**src/whp_pkg.sv**
```systemverilog
package whp_pkg;

  // RIFF tags, first byte of the stream most significant
  localparam logic [31:0] TAG_RIFF = 32'h5249_4646;
  localparam logic [31:0] TAG_WAVE = 32'h5741_5645;
  localparam logic [31:0] TAG_FMT  = 32'h666D_7420;
  localparam logic [31:0] TAG_DATA = 32'h6461_7461;

  // fmt chunk codes
  localparam logic [15:0] FMT_TAG_PCM   = 16'd1;
  localparam logic [15:0] FMT_TAG_FLOAT = 16'd3;
  localparam logic [15:0] DEPTH_PCM     = 16'd16;
  localparam logic [15:0] DEPTH_FLOAT   = 16'd32;
  localparam logic [31:0] FMT_BODY_LEN  = 32'd16;

  // result kinds and error codes
  localparam logic [1:0] KIND_SAMPLE = 2'd0;
  localparam logic [1:0] KIND_ACCEPT = 2'd1;
  localparam logic [1:0] KIND_REJECT = 2'd2;

  localparam logic [1:0] ERR_NONE  = 2'd0;
  localparam logic [1:0] ERR_RIFF  = 2'd1;
  localparam logic [1:0] ERR_WAVE  = 2'd2;
  localparam logic [1:0] ERR_UNSUP = 2'd3;

  typedef enum logic [3:0] {
    PH_IDLE,
    PH_RIFF,
    PH_RSIZE,
    PH_WAVE,
    PH_CHDR,
    PH_FMT,
    PH_SKIP,
    PH_PAD,
    PH_DIV,
    PH_DATA,
    PH_DONE
  } whp_phase_e;

  typedef enum logic [3:0] {
    OP_NONE,
    OP_TAG,
    OP_LEN,
    OP_FMT,
    OP_SKIP,
    OP_DIV_START,
    OP_SAMPLE,
    OP_ACCEPT,
    OP_REJECT
  } whp_op_e;

  typedef struct packed {
    logic [7:0] data_byte;
    logic       file_start;
  } whp_in_t;

  typedef struct packed {
    logic [1:0]  result_kind;
    logic [31:0] sample_word;
    logic [15:0] channel_index;
    logic        frame_last;
    logic        format_code;
    logic [15:0] channel_count;
    logic [31:0] sample_rate;
    logic [31:0] total_frames;
    logic [1:0]  error_code;
  } whp_out_t;

  // controller to datapath
  typedef struct packed {
    logic       clear;
    whp_op_e    op;
    logic [3:0] idx;
    logic       smp_end;
    logic [1:0] err;
  } whp_cmd_t;

  // datapath to controller
  typedef struct packed {
    logic nx_riff;
    logic nx_wave;
    logic cur_fmt;
    logic cur_data;
    logic len_zero;
    logic len_odd;
    logic fmt_extra;
    logic skip_last;
    logic supported;
    logic div_busy;
    logic frames_zero;
    logic is_float;
    logic last_chan;
    logic last_frame;
    logic out_free;
  } whp_sts_t;

endpackage

```
**src/wav_header_parser_sample_unpacker_top.sv**
```systemverilog
// Channel  | Direction | Handshake               | Payload
// in       | input     | in_valid_i / in_ready_o   | in_data_i  (whp_in_t)
// out      | output    | out_valid_o / out_ready_i | out_data_o (whp_out_t)
//
// One byte is taken per cycle while the output register is free.
// At a supported data chunk header the frame count is found by a restoring
// divider, one quotient bit per cycle: input stalls there until the header result is emitted.
// rst_ni clears the controller phase, the divider and the output valid flag.
// A result waiting on out_ready_i holds the input side until it is taken.
module wav_header_parser_sample_unpacker_top
  import whp_pkg::*;
(
  input  logic     clk_i,
  input  logic     rst_ni,
  input  logic     in_valid_i,
  output logic     in_ready_o,
  input  whp_in_t  in_data_i,
  output logic     out_valid_o,
  input  logic     out_ready_i,
  output whp_out_t out_data_o
);

  whp_cmd_t cmd;
  whp_sts_t sts;

  whp_ctrl u_ctrl (
    .clk_i        (clk_i),
    .rst_ni       (rst_ni),
    .in_valid_i   (in_valid_i),
    .file_start_i (in_data_i.file_start),
    .in_ready_o   (in_ready_o),
    .sts_i        (sts),
    .cmd_o        (cmd)
  );

  whp_dpath u_dpath (
    .clk_i       (clk_i),
    .rst_ni      (rst_ni),
    .data_byte_i (in_data_i.data_byte),
    .cmd_i       (cmd),
    .sts_o       (sts),
    .out_valid_o (out_valid_o),
    .out_ready_i (out_ready_i),
    .out_data_o  (out_data_o)
  );

endmodule

```
**src/whp_ctrl.sv**
```systemverilog
module whp_ctrl
  import whp_pkg::*;
(
  input  logic     clk_i,
  input  logic     rst_ni,
  input  logic     in_valid_i,
  input  logic     file_start_i,
  output logic     in_ready_o,
  input  whp_sts_t sts_i,
  output whp_cmd_t cmd_o
);

  whp_phase_e phase_q, phase_d;
  logic [3:0] cnt_q, cnt_d;
  logic       pad_q, pad_d;

  whp_phase_e ph;
  logic [3:0] k;
  logic       acc;

  // state registers
  always_ff @(posedge clk_i or negedge rst_ni) begin
    if (!rst_ni) begin
      phase_q <= PH_IDLE;
      cnt_q   <= '0;
      pad_q   <= 1'b0;
    end else begin
      phase_q <= phase_d;
      cnt_q   <= cnt_d;
      pad_q   <= pad_d;
    end
  end

  // hold input while dividing or while a result waits
  assign in_ready_o = (phase_q != PH_DIV) && sts_i.out_free;
  assign acc        = in_valid_i && in_ready_o;

  // next state and commands
  always_comb begin
    phase_d = phase_q;
    cnt_d   = cnt_q;
    pad_d   = pad_q;
    cmd_o   = '{clear: 1'b0, op: OP_NONE, idx: '0, smp_end: 1'b0, err: ERR_NONE};
    ph      = file_start_i ? PH_RIFF : phase_q;
    k       = file_start_i ? 4'd0 : cnt_q;

    if (acc) begin
      cmd_o.clear = file_start_i;
      cmd_o.idx   = k;
      if (file_start_i) begin
        pad_d = 1'b0;
      end
      case (ph)
        PH_RIFF, PH_WAVE: begin
          cmd_o.op = OP_TAG;
          if (k == 4'd3) begin
            cnt_d = '0;
            if (ph == PH_RIFF) begin
              if (sts_i.nx_riff) begin
                phase_d = PH_RSIZE;
              end else begin
                cmd_o.op  = OP_REJECT;
                cmd_o.err = ERR_RIFF;
                phase_d   = PH_DONE;
              end
            end else begin
              if (sts_i.nx_wave) begin
                phase_d = PH_CHDR;
              end else begin
                cmd_o.op  = OP_REJECT;
                cmd_o.err = ERR_WAVE;
                phase_d   = PH_DONE;
              end
            end
          end else begin
            cnt_d   = k + 4'd1;
            phase_d = ph;
          end
        end
        PH_RSIZE: begin
          if (k == 4'd3) begin
            cnt_d   = '0;
            phase_d = PH_WAVE;
          end else begin
            cnt_d = k + 4'd1;
          end
        end
        PH_CHDR: begin
          cmd_o.op = (k < 4'd4) ? OP_TAG : OP_LEN;
          cnt_d    = k + 4'd1;
          if (k == 4'd7) begin
            cnt_d = '0;
            if (sts_i.cur_fmt) begin
              phase_d = PH_FMT;
            end else if (sts_i.cur_data) begin
              if (sts_i.supported && !sts_i.len_zero) begin
                cmd_o.op = OP_DIV_START;
                phase_d  = PH_DIV;
              end else begin
                cmd_o.op  = OP_REJECT;
                cmd_o.err = ERR_UNSUP;
                phase_d   = PH_DONE;
              end
            end else begin
              pad_d   = sts_i.len_odd;
              phase_d = sts_i.len_zero ? PH_CHDR : PH_SKIP;
            end
          end
        end
        PH_FMT: begin
          cmd_o.op = OP_FMT;
          cnt_d    = k + 4'd1;
          if (k == 4'd15) begin
            cnt_d   = '0;
            pad_d   = 1'b0;
            phase_d = sts_i.fmt_extra ? PH_SKIP : PH_CHDR;
          end
        end
        PH_SKIP: begin
          cmd_o.op = OP_SKIP;
          if (sts_i.skip_last) begin
            phase_d = pad_q ? PH_PAD : PH_CHDR;
          end
        end
        PH_PAD: begin
          pad_d   = 1'b0;
          phase_d = PH_CHDR;
        end
        PH_DATA: begin
          cmd_o.op      = OP_SAMPLE;
          cmd_o.smp_end = (k == (sts_i.is_float ? 4'd3 : 4'd1));
          if (cmd_o.smp_end) begin
            cnt_d = '0;
            if (sts_i.last_chan && sts_i.last_frame) begin
              phase_d = PH_DONE;
            end
          end else begin
            cnt_d = k + 4'd1;
          end
        end
        default: begin
        end
      endcase
    end else if (phase_q == PH_DIV) begin
      // emit the header result once the quotient is ready
      if (!sts_i.div_busy && sts_i.out_free) begin
        cmd_o.op = OP_ACCEPT;
        cnt_d    = '0;
        phase_d  = sts_i.frames_zero ? PH_DONE : PH_DATA;
      end
    end
  end

endmodule

```
**src/whp_dpath.sv**
```systemverilog
module whp_dpath
  import whp_pkg::*;
(
  input  logic       clk_i,
  input  logic       rst_ni,
  input  logic [7:0] data_byte_i,
  input  whp_cmd_t   cmd_i,
  output whp_sts_t   sts_o,
  output logic       out_valid_o,
  input  logic       out_ready_i,
  output whp_out_t   out_data_o
);

  logic [31:0] tag_q;
  logic [31:0] len_q;
  logic [15:0] fmt_tag_q;
  logic [15:0] chans_q;
  logic [31:0] rate_q;
  logic [15:0] depth_q;
  logic        fmt_seen_q;
  logic [31:0] smp_q;
  logic [15:0] ch_cnt_q;
  logic [31:0] frames_done_q;

  // divider: quo_q holds the frame count once done
  logic [31:0] quo_q;
  logic [15:0] rem_q;
  logic [4:0]  dcnt_q;
  logic        busy_q;

  logic        out_valid_q;
  whp_out_t    out_q;

  logic [31:0] tag_nx;
  logic [31:0] len_full;
  logic [31:0] dividend;
  logic [16:0] rem_sh;
  logic        rem_ge;
  logic [16:0] rem_diff;
  logic        is_float;
  logic [31:0] smp_word;
  logic        emit;
  whp_out_t    res;

  assign tag_nx   = {tag_q[23:0], data_byte_i};
  assign len_full = {data_byte_i, len_q[23:0]};
  assign is_float = (fmt_tag_q == FMT_TAG_FLOAT);
  assign dividend = is_float ? {2'b00, len_full[31:2]} : {1'b0, len_full[31:1]};
  assign rem_sh   = {rem_q, quo_q[31]};
  assign rem_ge   = (rem_sh >= {1'b0, chans_q});
  assign rem_diff = rem_sh - {1'b0, chans_q};
  assign smp_word = is_float ? {data_byte_i, smp_q[23:0]} :
                               {16'h0000, data_byte_i, smp_q[7:0]};

  // status toward the controller
  always_comb begin
    sts_o.nx_riff     = (tag_nx == TAG_RIFF);
    sts_o.nx_wave     = (tag_nx == TAG_WAVE);
    sts_o.cur_fmt     = (tag_q == TAG_FMT);
    sts_o.cur_data    = (tag_q == TAG_DATA);
    sts_o.len_zero    = (len_full == 32'd0);
    sts_o.len_odd     = len_full[0];
    sts_o.fmt_extra   = (len_q > FMT_BODY_LEN);
    sts_o.skip_last   = (len_q == 32'd1);
    sts_o.supported   = fmt_seen_q && (chans_q != 16'd0) &&
                        (((fmt_tag_q == FMT_TAG_PCM) && (depth_q == DEPTH_PCM)) ||
                         ((fmt_tag_q == FMT_TAG_FLOAT) && (depth_q == DEPTH_FLOAT)));
    sts_o.div_busy    = busy_q;
    sts_o.frames_zero = (quo_q == 32'd0);
    sts_o.is_float    = is_float;
    sts_o.last_chan   = (ch_cnt_q + 16'd1 == chans_q);
    sts_o.last_frame  = (frames_done_q + 32'd1 == quo_q);
    sts_o.out_free    = !out_valid_q || out_ready_i;
  end

  // header fields and byte assembly
  always_ff @(posedge clk_i) begin
    case (cmd_i.op)
      OP_TAG: tag_q <= tag_nx;
      OP_LEN: len_q[8*cmd_i.idx[1:0] +: 8] <= data_byte_i;
      OP_FMT: begin
        case (cmd_i.idx) inside
          4'd0:        fmt_tag_q[7:0]  <= data_byte_i;
          4'd1:        fmt_tag_q[15:8] <= data_byte_i;
          4'd2:        chans_q[7:0]    <= data_byte_i;
          4'd3:        chans_q[15:8]   <= data_byte_i;
          [4'd4:4'd7]: rate_q[8*cmd_i.idx[1:0] +: 8] <= data_byte_i;
          4'd14:       depth_q[7:0]    <= data_byte_i;
          4'd15: begin
            depth_q[15:8] <= data_byte_i;
            len_q         <= len_q - FMT_BODY_LEN;
          end
          default: begin
          end
        endcase
      end
      OP_SKIP: len_q <= len_q - 32'd1;
      OP_SAMPLE: begin
        if (cmd_i.idx[1:0] == 2'd0) begin
          smp_q <= {24'h000000, data_byte_i};
        end else begin
          smp_q[8*cmd_i.idx[1:0] +: 8] <= data_byte_i;
        end
        if (cmd_i.smp_end) begin
          if (sts_o.last_chan) begin
            ch_cnt_q      <= '0;
            frames_done_q <= frames_done_q + 32'd1;
          end else begin
            ch_cnt_q <= ch_cnt_q + 16'd1;
          end
        end
      end
      OP_ACCEPT: begin
        ch_cnt_q      <= '0;
        frames_done_q <= '0;
      end
      default: begin
      end
    endcase
  end

  // fmt chunk seen flag
  always_ff @(posedge clk_i or negedge rst_ni) begin
    if (!rst_ni) begin
      fmt_seen_q <= 1'b0;
    end else if (cmd_i.clear) begin
      fmt_seen_q <= 1'b0;
    end else if (cmd_i.op == OP_FMT && cmd_i.idx == 4'd15) begin
      fmt_seen_q <= 1'b1;
    end
  end

  // restoring divider, one quotient bit per cycle
  always_ff @(posedge clk_i or negedge rst_ni) begin
    if (!rst_ni) begin
      busy_q <= 1'b0;
      dcnt_q <= '0;
    end else if (cmd_i.op == OP_DIV_START) begin
      busy_q <= 1'b1;
      dcnt_q <= '0;
    end else if (busy_q) begin
      dcnt_q <= dcnt_q + 5'd1;
      if (dcnt_q == 5'd31) begin
        busy_q <= 1'b0;
      end
    end
  end

  always_ff @(posedge clk_i) begin
    if (cmd_i.op == OP_DIV_START) begin
      quo_q <= dividend;
      rem_q <= '0;
    end else if (busy_q) begin
      quo_q <= {quo_q[30:0], rem_ge};
      rem_q <= rem_ge ? rem_diff[15:0] : rem_sh[15:0];
    end
  end

  // build the result transaction
  always_comb begin
    res  = '0;
    emit = 1'b0;
    case (cmd_i.op)
      OP_SAMPLE: begin
        emit              = cmd_i.smp_end;
        res.result_kind   = KIND_SAMPLE;
        res.sample_word   = smp_word;
        res.channel_index = ch_cnt_q;
        res.frame_last    = sts_o.last_chan;
        res.format_code   = is_float;
      end
      OP_ACCEPT: begin
        emit              = 1'b1;
        res.result_kind   = KIND_ACCEPT;
        res.format_code   = is_float;
        res.channel_count = chans_q;
        res.sample_rate   = rate_q;
        res.total_frames  = quo_q;
      end
      OP_REJECT: begin
        emit            = 1'b1;
        res.result_kind = KIND_REJECT;
        res.error_code  = cmd_i.err;
      end
      default: begin
      end
    endcase
  end

  // output register: load on emit, drop when taken
  always_ff @(posedge clk_i or negedge rst_ni) begin
    if (!rst_ni) begin
      out_valid_q <= 1'b0;
    end else if (emit) begin
      out_valid_q <= 1'b1;
    end else if (out_ready_i) begin
      out_valid_q <= 1'b0;
    end
  end

  always_ff @(posedge clk_i) begin
    if (emit) begin
      out_q <= res;
    end
  end

  assign out_valid_o = out_valid_q;
  assign out_data_o  = out_q;

endmodule

```
**config.mk**
```make
export PLATFORM = sky130hd
export DESIGN_NAME = wav_header_parser_sample_unpacker_top
export DESIGN_NICKNAME = d
export VERILOG_FILES = /design/src/whp_pkg.sv /design/src/wav_header_parser_sample_unpacker_top.sv /design/src/whp_ctrl.sv /design/src/whp_dpath.sv
export SDC_FILE = /design/constraint.sdc
export NUM_CORES = 1
export LEC_CHECK = 0
export BUFFER_PORTS_ARGS = -buffer_cell sky130_fd_sc_hd__buf_2
export CAP_MARGIN = 20
export CORE_MARGIN = 2
export CORE_UTILIZATION = 63
export CTS_BUF_LIST = sky130_fd_sc_hd__clkbuf_8
export DETAILED_ROUTE_END_ITERATION = 10
export PLACE_DENSITY_LB_ADDON = 0.08
export SLEW_MARGIN = 10
export SYNTH_ARGS = -nofsm -noshare
export SYNTH_HDL_FRONTEND = slang
export SYNTH_SLANG_ARGS = --single-unit
```
**constraint.sdc**
```tcl
create_clock -name clk_i -period 6.3 [get_ports clk_i]
set_clock_uncertainty 0.05 [all_clocks]
set_input_delay 0 -clock clk_i [delete_from_list [all_inputs] [get_ports clk_i]]
set_output_delay 0 -clock clk_i [all_outputs]
set_load 0.05 [all_outputs]
```
==> run summary, run 1 <==
status -> complete, no violations
switching power -> 3.068 mW
IO buf count -> 148
gpl congestion -> 0.9522
DR DRC count -> 0
synth top area cells -> edfxtp_1 54%, and2_1 4.1%, nor2_1 2.8%, o21ai_0 2.3%, xnor2_1 2.3%
Simple-Gate Fraction of Synth Area -> 20.63%
commonest non-fill, non-tap cell in the layout -> edfxtp_1
vias per inst -> 6.209
Crit-path slowest cell -> inv_1
Crit Path Class -> reg -> reg
mapped cell area -> 0.02126 sq mm
TritonCTS sink count -> 415
Final Non-Filler Cells -> 2540
CTS tree -> yes
flip-flop and latch area -> 0.01222 sq mm
crit path cell chain -> or3b_1, or3_1, or4_1, o21ai_2, a21o_1, a21o_1, inv_1, a2bb2oi_2, buf_4
DR WL/cell -> 21.64 um
Post-DP HPWL -> 37.31 mm
vias in the first global route -> 15.23k
cell-internal power -> 5.375 mW
sequential share of power -> 46.3%
Num CTS Buffers -> 70
RSZ-0062 raised after global routing -> false
Max FO, Critical Path -> 34
critical path's largest stage delay -> 0.64 ns
htree depth -> 3
CTS clk-pin slew, worst paths -> 0.06 ns
Leakage -> 8.776 nW
cts hold-fix bufs -> 13
max_cap viols -> 0
Logic pwr share -> 27.7%
Die W -> 187.7 um
Post-Synth XOR/XNOR Area -> 4.326%
Cells after Synth -> 1873
Setup TNS -> 0 ns
layout cells sized above 1 -> 14.39%
Worst path depth -> 9
global-route wire length before repair -> 85.16 mm
boundary pin count -> 149
Post-synth ARST share -> 4.096%
post-synthesis register bit count -> 415
clk buf depth -> 3
nets -> 2086
CP Buf/Inv Count -> 2
pin count of the biggest net entering global routing -> 100
Initial DRT Pass Iterations -> 5
Via Count -> 15.77k
clock network fraction of total power -> 26.0%
Inst Count DP -> 2398
initial drt markers -> 1658
synth unique cells -> 95
Crit path max-delay family -> simple AND/OR/NAND/NOR gates
largest family of logic cells by synthesized area -> simple AND/OR/NAND/NOR gates
Post-synth EDFFs -> 382
fill count -> 2497
Area growth, synth to finish -> 11.99%
Peak VDD IR -> 0.0003086 V
dominant synthesized flop cell -> edfxtp_1
Post-Route WL -> 54.97 mm
worst-skew pair later-pin latency -> 0.62 ns
Crit. End Element -> register
Synth Area in Adders -> 2.025%
Initial Util -> 63.72%
highest-count cells in the layout ignoring fill and taps -> 382 x edfxtp_1, 160 x nor2_1, 151 x buf_2
post-CTS setup buffer count -> 0
Tmin final -> 4.489 ns
post-synthesis compound-gate area fraction -> 10.45%
final antenna-violating net count -> 0
top cell type's share of synthesized area -> 53.96%
GRT Overall Usage -> 31.32%
PostCTS Resize Cnt -> 0
power density over cell area -> 354.6 mW/mm^2
startpoint types -> register
Sw Share -> 36.34%
Hold WC Path Type -> in -> reg
# diodes -> 0
Rel. slew slack -> 26.88%
Die Ht -> 187.7 um
Final Setup Violations -> 0
Root Buffer -> clkbuf_8
area of the multi-input gates -> 0.008508 sq mm
mux contribution to synthesized area -> 2.472%
Top cell by count, worst path -> a21o_1
Hold Violations, Final -> 0
syn avg cell area -> 11.35 sq um
WP data arrival -> 4.69 ns
post-synth top area cell -> edfxtp_1
area of the core -> 0.03336 sq mm
row cnt -> 67
fmax -> 0.2228 GHz
sequential share of the synthesized area -> 57.47%
Final Core Density -> 71.36%
CP required -> 6.50 ns
die area -> 0.03523 sq mm
YS warnings -> 0
Post-Syn Nets -> 1919
initial antenna violation count -> 0
Worst Tran Pin Value -> 1.097 ns
fin crit share -> 71.26%
gr ovfl total -> 0
r2r worst-path depth -> 9
fin. max-slew vios -> 0
worst hold path depth -> 3
cell families after synthesis:
group,count (synthesis)
AOI/OAI and AO/OA,336
xor gates and xnor gates,94
adders and majority gates,34
buffers and inverters,141
DFF,415
muxes,52
and+or+nand+nor,801
power groups by stage:
stage          combinational (mW)  sequential, mW  clock (mW)
2_1_floorplan                1.12            4.56           0
3_3_place_gp                 2.29            3.94           0
3_5_place_dp                 2.32            3.95           0
4_1_cts                      2.34            3.90        2.23
5_1_grt                      2.50            3.95        2.35
6_report                     2.34            3.91        2.20
per-stage QoR:
step / cell area (sq um) / setup slack (ns) / power [mW] / hold slack (ns)
final: 23810 / 1.811 / 8.443 / 0.07849
after global routing: 23810 / 1.492 / 8.797 / 0.07940
after detailed placement: 22390 / 1.768 / 6.275 / -0.07618
after CTS: 23780 / 1.788 / 8.469 / 0.01615
after floorplan: 21260 / 0.5263 / 5.681 / -0.3456
after global placement: 22380 / 1.903 / 6.223 / -0.06970
metal layers:
layer	track usage (%)	vias up	wire length (um)
li1	-	7357	-
met1	44.12	7555	23180
met2	49.32	730	25610
met3	5.109	128	4231
met4	12.08	0	1950
met5	0	-	0
area by class of cell:
cell class              count  share of cell area [%]
flip-flops and latches    415                   51.31
well taps                 448                   2.354
repair buffers            190                   4.583
clock inverters            50                   1.009
clock buffers              74                   4.278
multi-input cells        1317                   35.74
inverters                  46                  0.7252
tightest hold or removal path, stage by stage:
cell	delay [ns]
buf_2	0.12
nand3_1	0.40
o41ai_1	0.16
sequential cells by signal, indices dropped and copies added, names as in the netlist:
signal,flops
u_ctrl.cnt_q,4
u_ctrl.pad_q,1
u_ctrl.phase_q,4
u_dpath.busy_q,1
u_dpath.ch_cnt_q,16
u_dpath.chans_q,16
u_dpath.dcnt_q,5
u_dpath.depth_q,16
u_dpath.fmt_seen_q,1
u_dpath.fmt_tag_q,16
u_dpath.frames_done_q,32
u_dpath.len_q,32
u_dpath.out_data_o,134
u_dpath.out_valid_o,1
u_dpath.quo_q,32
u_dpath.rate_q,32
u_dpath.rem_q,16
u_dpath.smp_q,24
u_dpath.tag_q,32
path summary, 6_finish.rpt:
path / startpoint / end / slack, ns
worst min-delay path: in_valid_i / u_ctrl.pad_q / 0.08
worst min register to register: u_dpath.tag_q[14] / u_dpath.tag_q[22] / 0.40
worst max-delay path: u_dpath.tag_q[7] / u_dpath.frames_done_q[0] / 1.81
min in group asynchronous: rst_ni / u_dpath.fmt_seen_q / 0.56
max in group asynchronous: rst_ni / u_dpath.dcnt_q[3] / 5.04
worst max register to register: u_dpath.tag_q[7] / u_dpath.frames_done_q[0] / 1.81
cell usage after synthesis, types with 5 or more instances:
library cell	number
a2111oi_0	6
a211o_1	5
a21boi_0	13
a21o_1	11
a21oi_1	85
a22o_1	5
a22oi_1	5
a31oi_1	7
and2_1	140
and3_1	41
and3b_1	5
and4_1	6
buf_2	13
clkbuf_1	77
dfrtp_1	17
dfxtp_1	16
edfxtp_1	382
ha_1	32
inv_1	44
mux2i_1	48
nand2_1	117
nand2b_1	26
nand3_1	50
nand3b_1	5
nand4_1	45
nor2_1	160
nor2b_1	26
nor3_1	43
nor3b_1	11
nor4_1	45
nor4b_1	7
nor4bb_1	10
o21a_1	9
o21ai_0	97
o31a_1	8
o31ai_1	5
o41ai_1	6
or2_2	10
or3_1	22
or4_1	16
xnor2_1	55
xnor3_1	7
xor2_1	32
Note: power is estimated with default switching activity, not from simulation.
==> inputs of run 2 (changes only) <==
--- a/config.mk
+++ b/config.mk
@@ -8,7 +8,7 @@
 export BUFFER_PORTS_ARGS = -buffer_cell sky130_fd_sc_hd__buf_2
 export CAP_MARGIN = 20
 export CORE_MARGIN = 2
-export CORE_UTILIZATION = 63
+export CORE_UTILIZATION = 57
 export CTS_BUF_LIST = sky130_fd_sc_hd__clkbuf_8
 export DETAILED_ROUTE_END_ITERATION = 10
 export PLACE_DENSITY_LB_ADDON = 0.08
==> constraint.sdc (replaced) <==
create_clock -name clk_i -period 3.6 [get_ports clk_i]
set_clock_uncertainty 0.05 [all_clocks]
set_input_delay 0 -clock clk_i [delete_from_list [all_inputs] [get_ports clk_i]]
set_output_delay 0 -clock clk_i [all_outputs]
set_load 0.05 [all_outputs]
==> run 2 against run 1 <==
Net effect: combinational power is 96% higher; total power is 79% higher; sequential cell count stayed put; count of clock-buffer cells in the layout is 3 lower; routed wire length is 6.4% higher; maximum frequency is 27% higher; worst hold slack better by 0.15 ns; critical path depth is 1 higher; setup slack worse by 1.8 ns; first-iteration DRC count is 14% lower; non-clock buffer count is 127 higher; sequential power is 72% higher.
==> run summary, run 2 (synthesis gave the netlist of run 1 again) <==
status -> complete, no violations
power density over cell area -> 606.4 mW/mm^2
cell-internal power -> 9.630 mW
Crit. End Element -> register
critical path's largest stage delay -> 0.86 ns
max_cap viols -> 0
Hold WC Path Type -> in -> reg
GRT Overall Usage -> 30.41%
max reg flops -> 134
Initial DRT Pass Iterations -> 5
final antenna-violating net count -> 0
# diodes -> 0
clock network fraction of total power -> 25.2%
Num CTS Buffers -> 70
startpoint types -> register
Tmin final -> 3.548 ns
Die Ht -> 197.1 um
row cnt -> 70
Die W -> 197.1 um
CTS clk-pin slew, worst paths -> 0.07 ns
nets -> 2213
Sw Share -> 36.45%
fill count -> 2844
DR DRC count -> 0
Root Buffer -> clkbuf_8
crit path cell chain -> and4_1, buf_4, nand4_1, nor4_1, nor4_1, a2111oi_0, buf_4, nand4_1, nor2b_1, a221o_1
sequential share of power -> 44.5%
CP required -> 4.11 ns
placed standard-cell area -> 0.02356 sq mm
Area growth, synth to finish -> 17.54%
Initial Util -> 57.93%
commonest non-fill, non-tap cell in the layout -> edfxtp_1
Rel. slew slack -> 33.80%
clk buf depth -> 3
worst-skew pair later-pin latency -> 0.63 ns
pin count of the biggest net entering global routing -> 57
Post-Route WL -> 58.47 mm
switching power -> 5.522 mW
gpl congestion -> 0.9385
layout cells sized above 1 -> 19.81%
area of the core -> 0.03670 sq mm
boundary pin count -> 149
Peak VDD IR -> 0.0005197 V
Final Core Density -> 68.09%
Final Setup Violations -> 0
Hold Violations, Final -> 0
die area -> 0.03886 sq mm
Crit Path Class -> reg -> reg
Via Count -> 16.31k
DR WL/cell -> 21.78 um
Post-DP HPWL -> 41.70 mm
CTS tree -> yes
htree depth -> 3
gr ovfl total -> 0
Final Non-Filler Cells -> 2684
fin. max-slew vios -> 0
fin crit share -> 98.55%
vias per inst -> 6.078
total power -> 15.15 mW
Max FO, Critical Path -> 12
IO buf count -> 148
global-route wire length before repair -> 90.29 mm
vias in the first global route -> 15.85k
initial antenna violation count -> 2
WP data arrival -> 4.06 ns
fmax -> 0.2819 GHz
RSZ-0062 raised after global routing -> false
final instance area -> 0.02499 sq mm
Logic pwr share -> 30.3%
Crit-path slowest cell -> a2111oi_0
Worst Tran Pin Value -> 0.9680 ns
TritonCTS sink count -> 415
Leakage -> 9.436 nW
initial drt markers -> 1420
highest-count cells in the layout ignoring fill and taps -> 382 x edfxtp_1, 158 x nor2_1, 148 x buf_2
Inst Count DP -> 2549
Setup TNS -> 0 ns
-- run 2: cell types whose count changed in the layout (fill, tap and decap cells not counted), sizes merged --
cell and delta:
clkinv +2, clkinvlp +1, inv -3, clkbuf -5
buf +129
-- run 2: power groups by stage --
stage | clock [mW] | sequential (mW) | combinational, mW
final | 3.82 | 6.74 | 4.59
after detailed placement | 0 | 6.83 | 4.54
after floorplan | 0 | 7.89 | 2.01
after CTS | 3.92 | 6.73 | 4.56
after global routing | 4.09 | 6.81 | 4.90
after global placement | 0 | 6.81 | 4.48
-- run 2: per-stage QoR --
stage / hold slack (ns) / setup WS [ns]
2_1_floorplan: -0.3456 / -0.1507
3_3_place_gp: -0.07689 / -0.2893
3_5_place_dp: -0.06539 / -0.1982
4_1_cts: 0.1919 / 0.04267
5_1_grt: 0.2295 / 0.003336
6_report: 0.2318 / 0.05208
-- run 2: path summary, 6_finish.rpt --
check	from	end	slack, ns	depth (start not counted)
setup / recovery	u_dpath.frames_done_q[2]	u_ctrl.phase_q[1]	0.05	10
hold / removal	in_data_i[0]	u_dpath.fmt_seen_q	0.23	3
setup reg to reg	u_dpath.frames_done_q[2]	u_ctrl.phase_q[1]	0.05	10
hold reg to reg	u_dpath.tag_q[14]	u_dpath.tag_q[22]	0.40	0
max in group asynchronous	rst_ni	u_ctrl.phase_q[3]	2.32	3
min in group asynchronous	rst_ni	u_ctrl.cnt_q[0]	0.57	3
-- run 2: per-layer routing --
layer,global-route usage (%),share of wire (%),vias to the layer above
li1,-,-,7620
met1,43.33,44,7902
met2,47.10,46,670
met3,5.327,7.3,120
met4,11.28,3.3,2
met5,0,0.022,-
-- run 2: final cells by class --
type / instances / area, sq um / area share, %
timing repair buffer: 317 / 2180 / 8.723
inverter: 46 / 172.7 / 0.6910
tap: 468 / 585.6 / 2.343
sequential: 415 / 12220 / 48.89
multi-input combinational: 1317 / 8600 / 34.41
clock buffer: 71 / 977.2 / 3.911
clock inverter: 50 / 256.5 / 1.026
-- run 2: timing repair --
| item | in CTS | in global routing |
|---|---|---|
| pin swaps | 0 | 2 |
| endpoints found under the setup margin | 67 | 222 |
| resized for setup | 4 | 10 |
| hold buffers | 13 | 0 |
| hold endpoints to repair | 114 | 0 |
| gates cloned | 0 | 0 |
| buffers inserted | 0 | 1 |
-- run 2: worst max-delay path, delay by kind of cell (launching register included) --
kind,cells,cell delay [ns]
AO/OA/AOI/OAI,2,1.03
buffers and inverters,2,0.40
flip-flops,1,0.48
AND/OR/NAND/NOR,6,1.53
==> inputs of run 3 (changes only) <==
--- a/config.mk
+++ b/config.mk
@@ -7,7 +7,8 @@
 export LEC_CHECK = 0
 export BUFFER_PORTS_ARGS = -buffer_cell sky130_fd_sc_hd__buf_2
 export CAP_MARGIN = 20
-export CORE_MARGIN = 2
+export CORE_ASPECT_RATIO = 0.6
+export CORE_MARGIN = 4
 export CORE_UTILIZATION = 57
 export CTS_BUF_LIST = sky130_fd_sc_hd__clkbuf_8
 export DETAILED_ROUTE_END_ITERATION = 10
==> run 3 against run 2 <==
Net effect: clock power about the same; critical endpoint is now u_dpath.out_data_o[65]; core utilization is 0.88 points higher; setup slack improved by 0.020 ns; largest cell class unchanged; largest power group unchanged; highest routed layer is now met4; total power grew 0.75%; worst hold slack got worse by 0.036 ns.
==> run summary, run 3 (synthesis gave the netlist of run 1 again) <==
status -> complete, no violations
vias in the first global route -> 15.85k
Worst Tran Pin Value -> 1.239 ns
Die W -> 257.3 um
Crit Path Class -> reg -> reg
fin. max-slew vios -> 0
Tmin final -> 3.528 ns
Final Core Density -> 68.97%
fin crit share -> 97.99%
Initial Util -> 58.16%
Post-Route WL -> 62.00 mm
clk buf depth -> 3
DR WL/cell -> 22.68 um
worst-skew pair later-pin latency -> 0.63 ns
power density over cell area -> 605.5 mW/mm^2
CTS clk-pin slew, worst paths -> 0.07 ns
final instance area -> 0.02521 sq mm
vias per inst -> 6.146
WP data arrival -> 3.80 ns
gr ovfl total -> 0
# diodes -> 0
Hold WS -> 0.1959 ns
Post-DP HPWL -> 44.75 mm
initial drt markers -> 2056
Leakage -> 9.506 nW
Initial DRT Pass Iterations -> 6
max_cap viols -> 0
fill count -> 2764
startpoint types -> register
GRT Overall Usage -> 30.05%
boundary pin count -> 149
Hold Violations, Final -> 0
DR DRC count -> 0
htree depth -> 2
highest-count cells in the layout ignoring fill and taps -> 382 x edfxtp_1, 164 x buf_4, 160 x nor2_1
gpl congestion -> 0.9904
max reg flops -> 134
Final Setup Violations -> 0
Rel. slew slack -> 16.62%
Peak VDD IR -> 0.0004240 V
Via Count -> 16.80k
layout cells sized above 1 -> 20.59%
Crit. End Element -> register
row cnt -> 54
Max FO, Critical Path -> 37
initial antenna violation count -> 1
CTS tree -> yes
Hold WC Path Type -> in -> reg
pre-CTS WS -> -0.009052 ns
global-route wire length before repair -> 94.46 mm
nets -> 2225
final worst slack -> 0.07233 ns
area of the core -> 0.03655 sq mm
IO buf count -> 148
Area growth, synth to finish -> 18.58%
CP required -> 3.87 ns
Root Buffer -> clkbuf_8
fmax -> 0.2835 GHz
pin count of the biggest net entering global routing -> 65
RSZ-0062 raised after global routing -> false
Die Ht -> 157.6 um
Num CTS Buffers -> 60
TritonCTS sink count -> 415
commonest non-fill, non-tap cell in the layout -> edfxtp_1
placed standard-cell area -> 0.02372 sq mm
die area -> 0.04055 sq mm
final antenna-violating net count -> 0
[run 3: changes by cell type in the layout (fill, tap and decap cells not counted), moves of 2 or more]
cell and delta:
buf_4 +19, bufinv_16 +2, clkbuf_8 -4, clkinv_4 +2, clkinvlp_4 -2, ha_1 -2, ha_2 +2, inv_1 -4
inv_6 -3, nor2_1 +2, nor2_2 -2
[run 3: per-stage QoR]
step                      std cells  total power, mW  setup TNS, ns
after floorplan                1873            9.899         -2.412
after global placement         2598            11.34         -2.618
after detailed placement       2598            11.42       -0.01333
after CTS                      2724            15.21              0
after global routing           2733            15.91              0
final                          2733            15.27              0
[run 3: final cells by class]
class	instances	area (sq um)	area share, %
flip-flops and latches	415	12220	48.46
well taps	504	630.6	2.501
clock inverters	45	271.5	1.077
clock buffers	67	922.1	3.658
multi-input cells	1317	8625	34.21
repair buffers	339	2371	9.405
inverters	46	172.7	0.6849
[run 3: power breakdown]
| part | internal, mW | switching (mW) | total [mW] |
|---|---|---|---|
| clock | 1.92 | 1.86 | 3.79 |
| sequential | 6.32 | 0.431 | 6.75 |
| combinational | 1.44 | 3.29 | 4.73 |
| total | 9.68 | 5.59 | 15.3 |
[run 3: what timing repair did]
action	in CTS	in global routing
hold endpoints to repair	104	0
endpoints found under the setup margin	12	286
resized for setup	4	18
setup buffers	0	9
pin swaps	0	4
hold buffers	14	0
[run 3: metal layers]
layer  wire length, um  track usage [%]  part of all wire (%)
met5                 0                0                     0
met4               917            5.161                   1.5
met3              7203            6.843                    12
met2             25460            42.42                    41
met1             28420            48.20                    46
[run 3: final timing paths]
kind                                   startpoint  slack (ns)                endpoint  cells after the start
worst min-delay path                 in_data_i[7]        0.20        u_dpath.tag_q[6]                      2
worst max-delay path            u_dpath.len_q[20]        0.07  u_dpath.out_data_o[65]                      9
min in group asynchronous                  rst_ni        0.57         u_ctrl.cnt_q[2]                      3
worst max register to register  u_dpath.len_q[20]        0.07  u_dpath.out_data_o[65]                      9
max in group asynchronous                  rst_ni        2.32            u_ctrl.pad_q                      3
worst min register to register  u_dpath.tag_q[15]        0.41       u_dpath.tag_q[23]                      0
[run 3: worst max-delay path, stage by stage (launching register included)]
cell and delay (ns):
edfxtp_1 0.43, or4_4 0.58, or4_4 0.60, nor3_1 0.21, buf_4 0.19, nor3_1 0.10, nand2b_1 0.25, a21o_1 0.31
nand2_8 0.21, buf_16 0.24
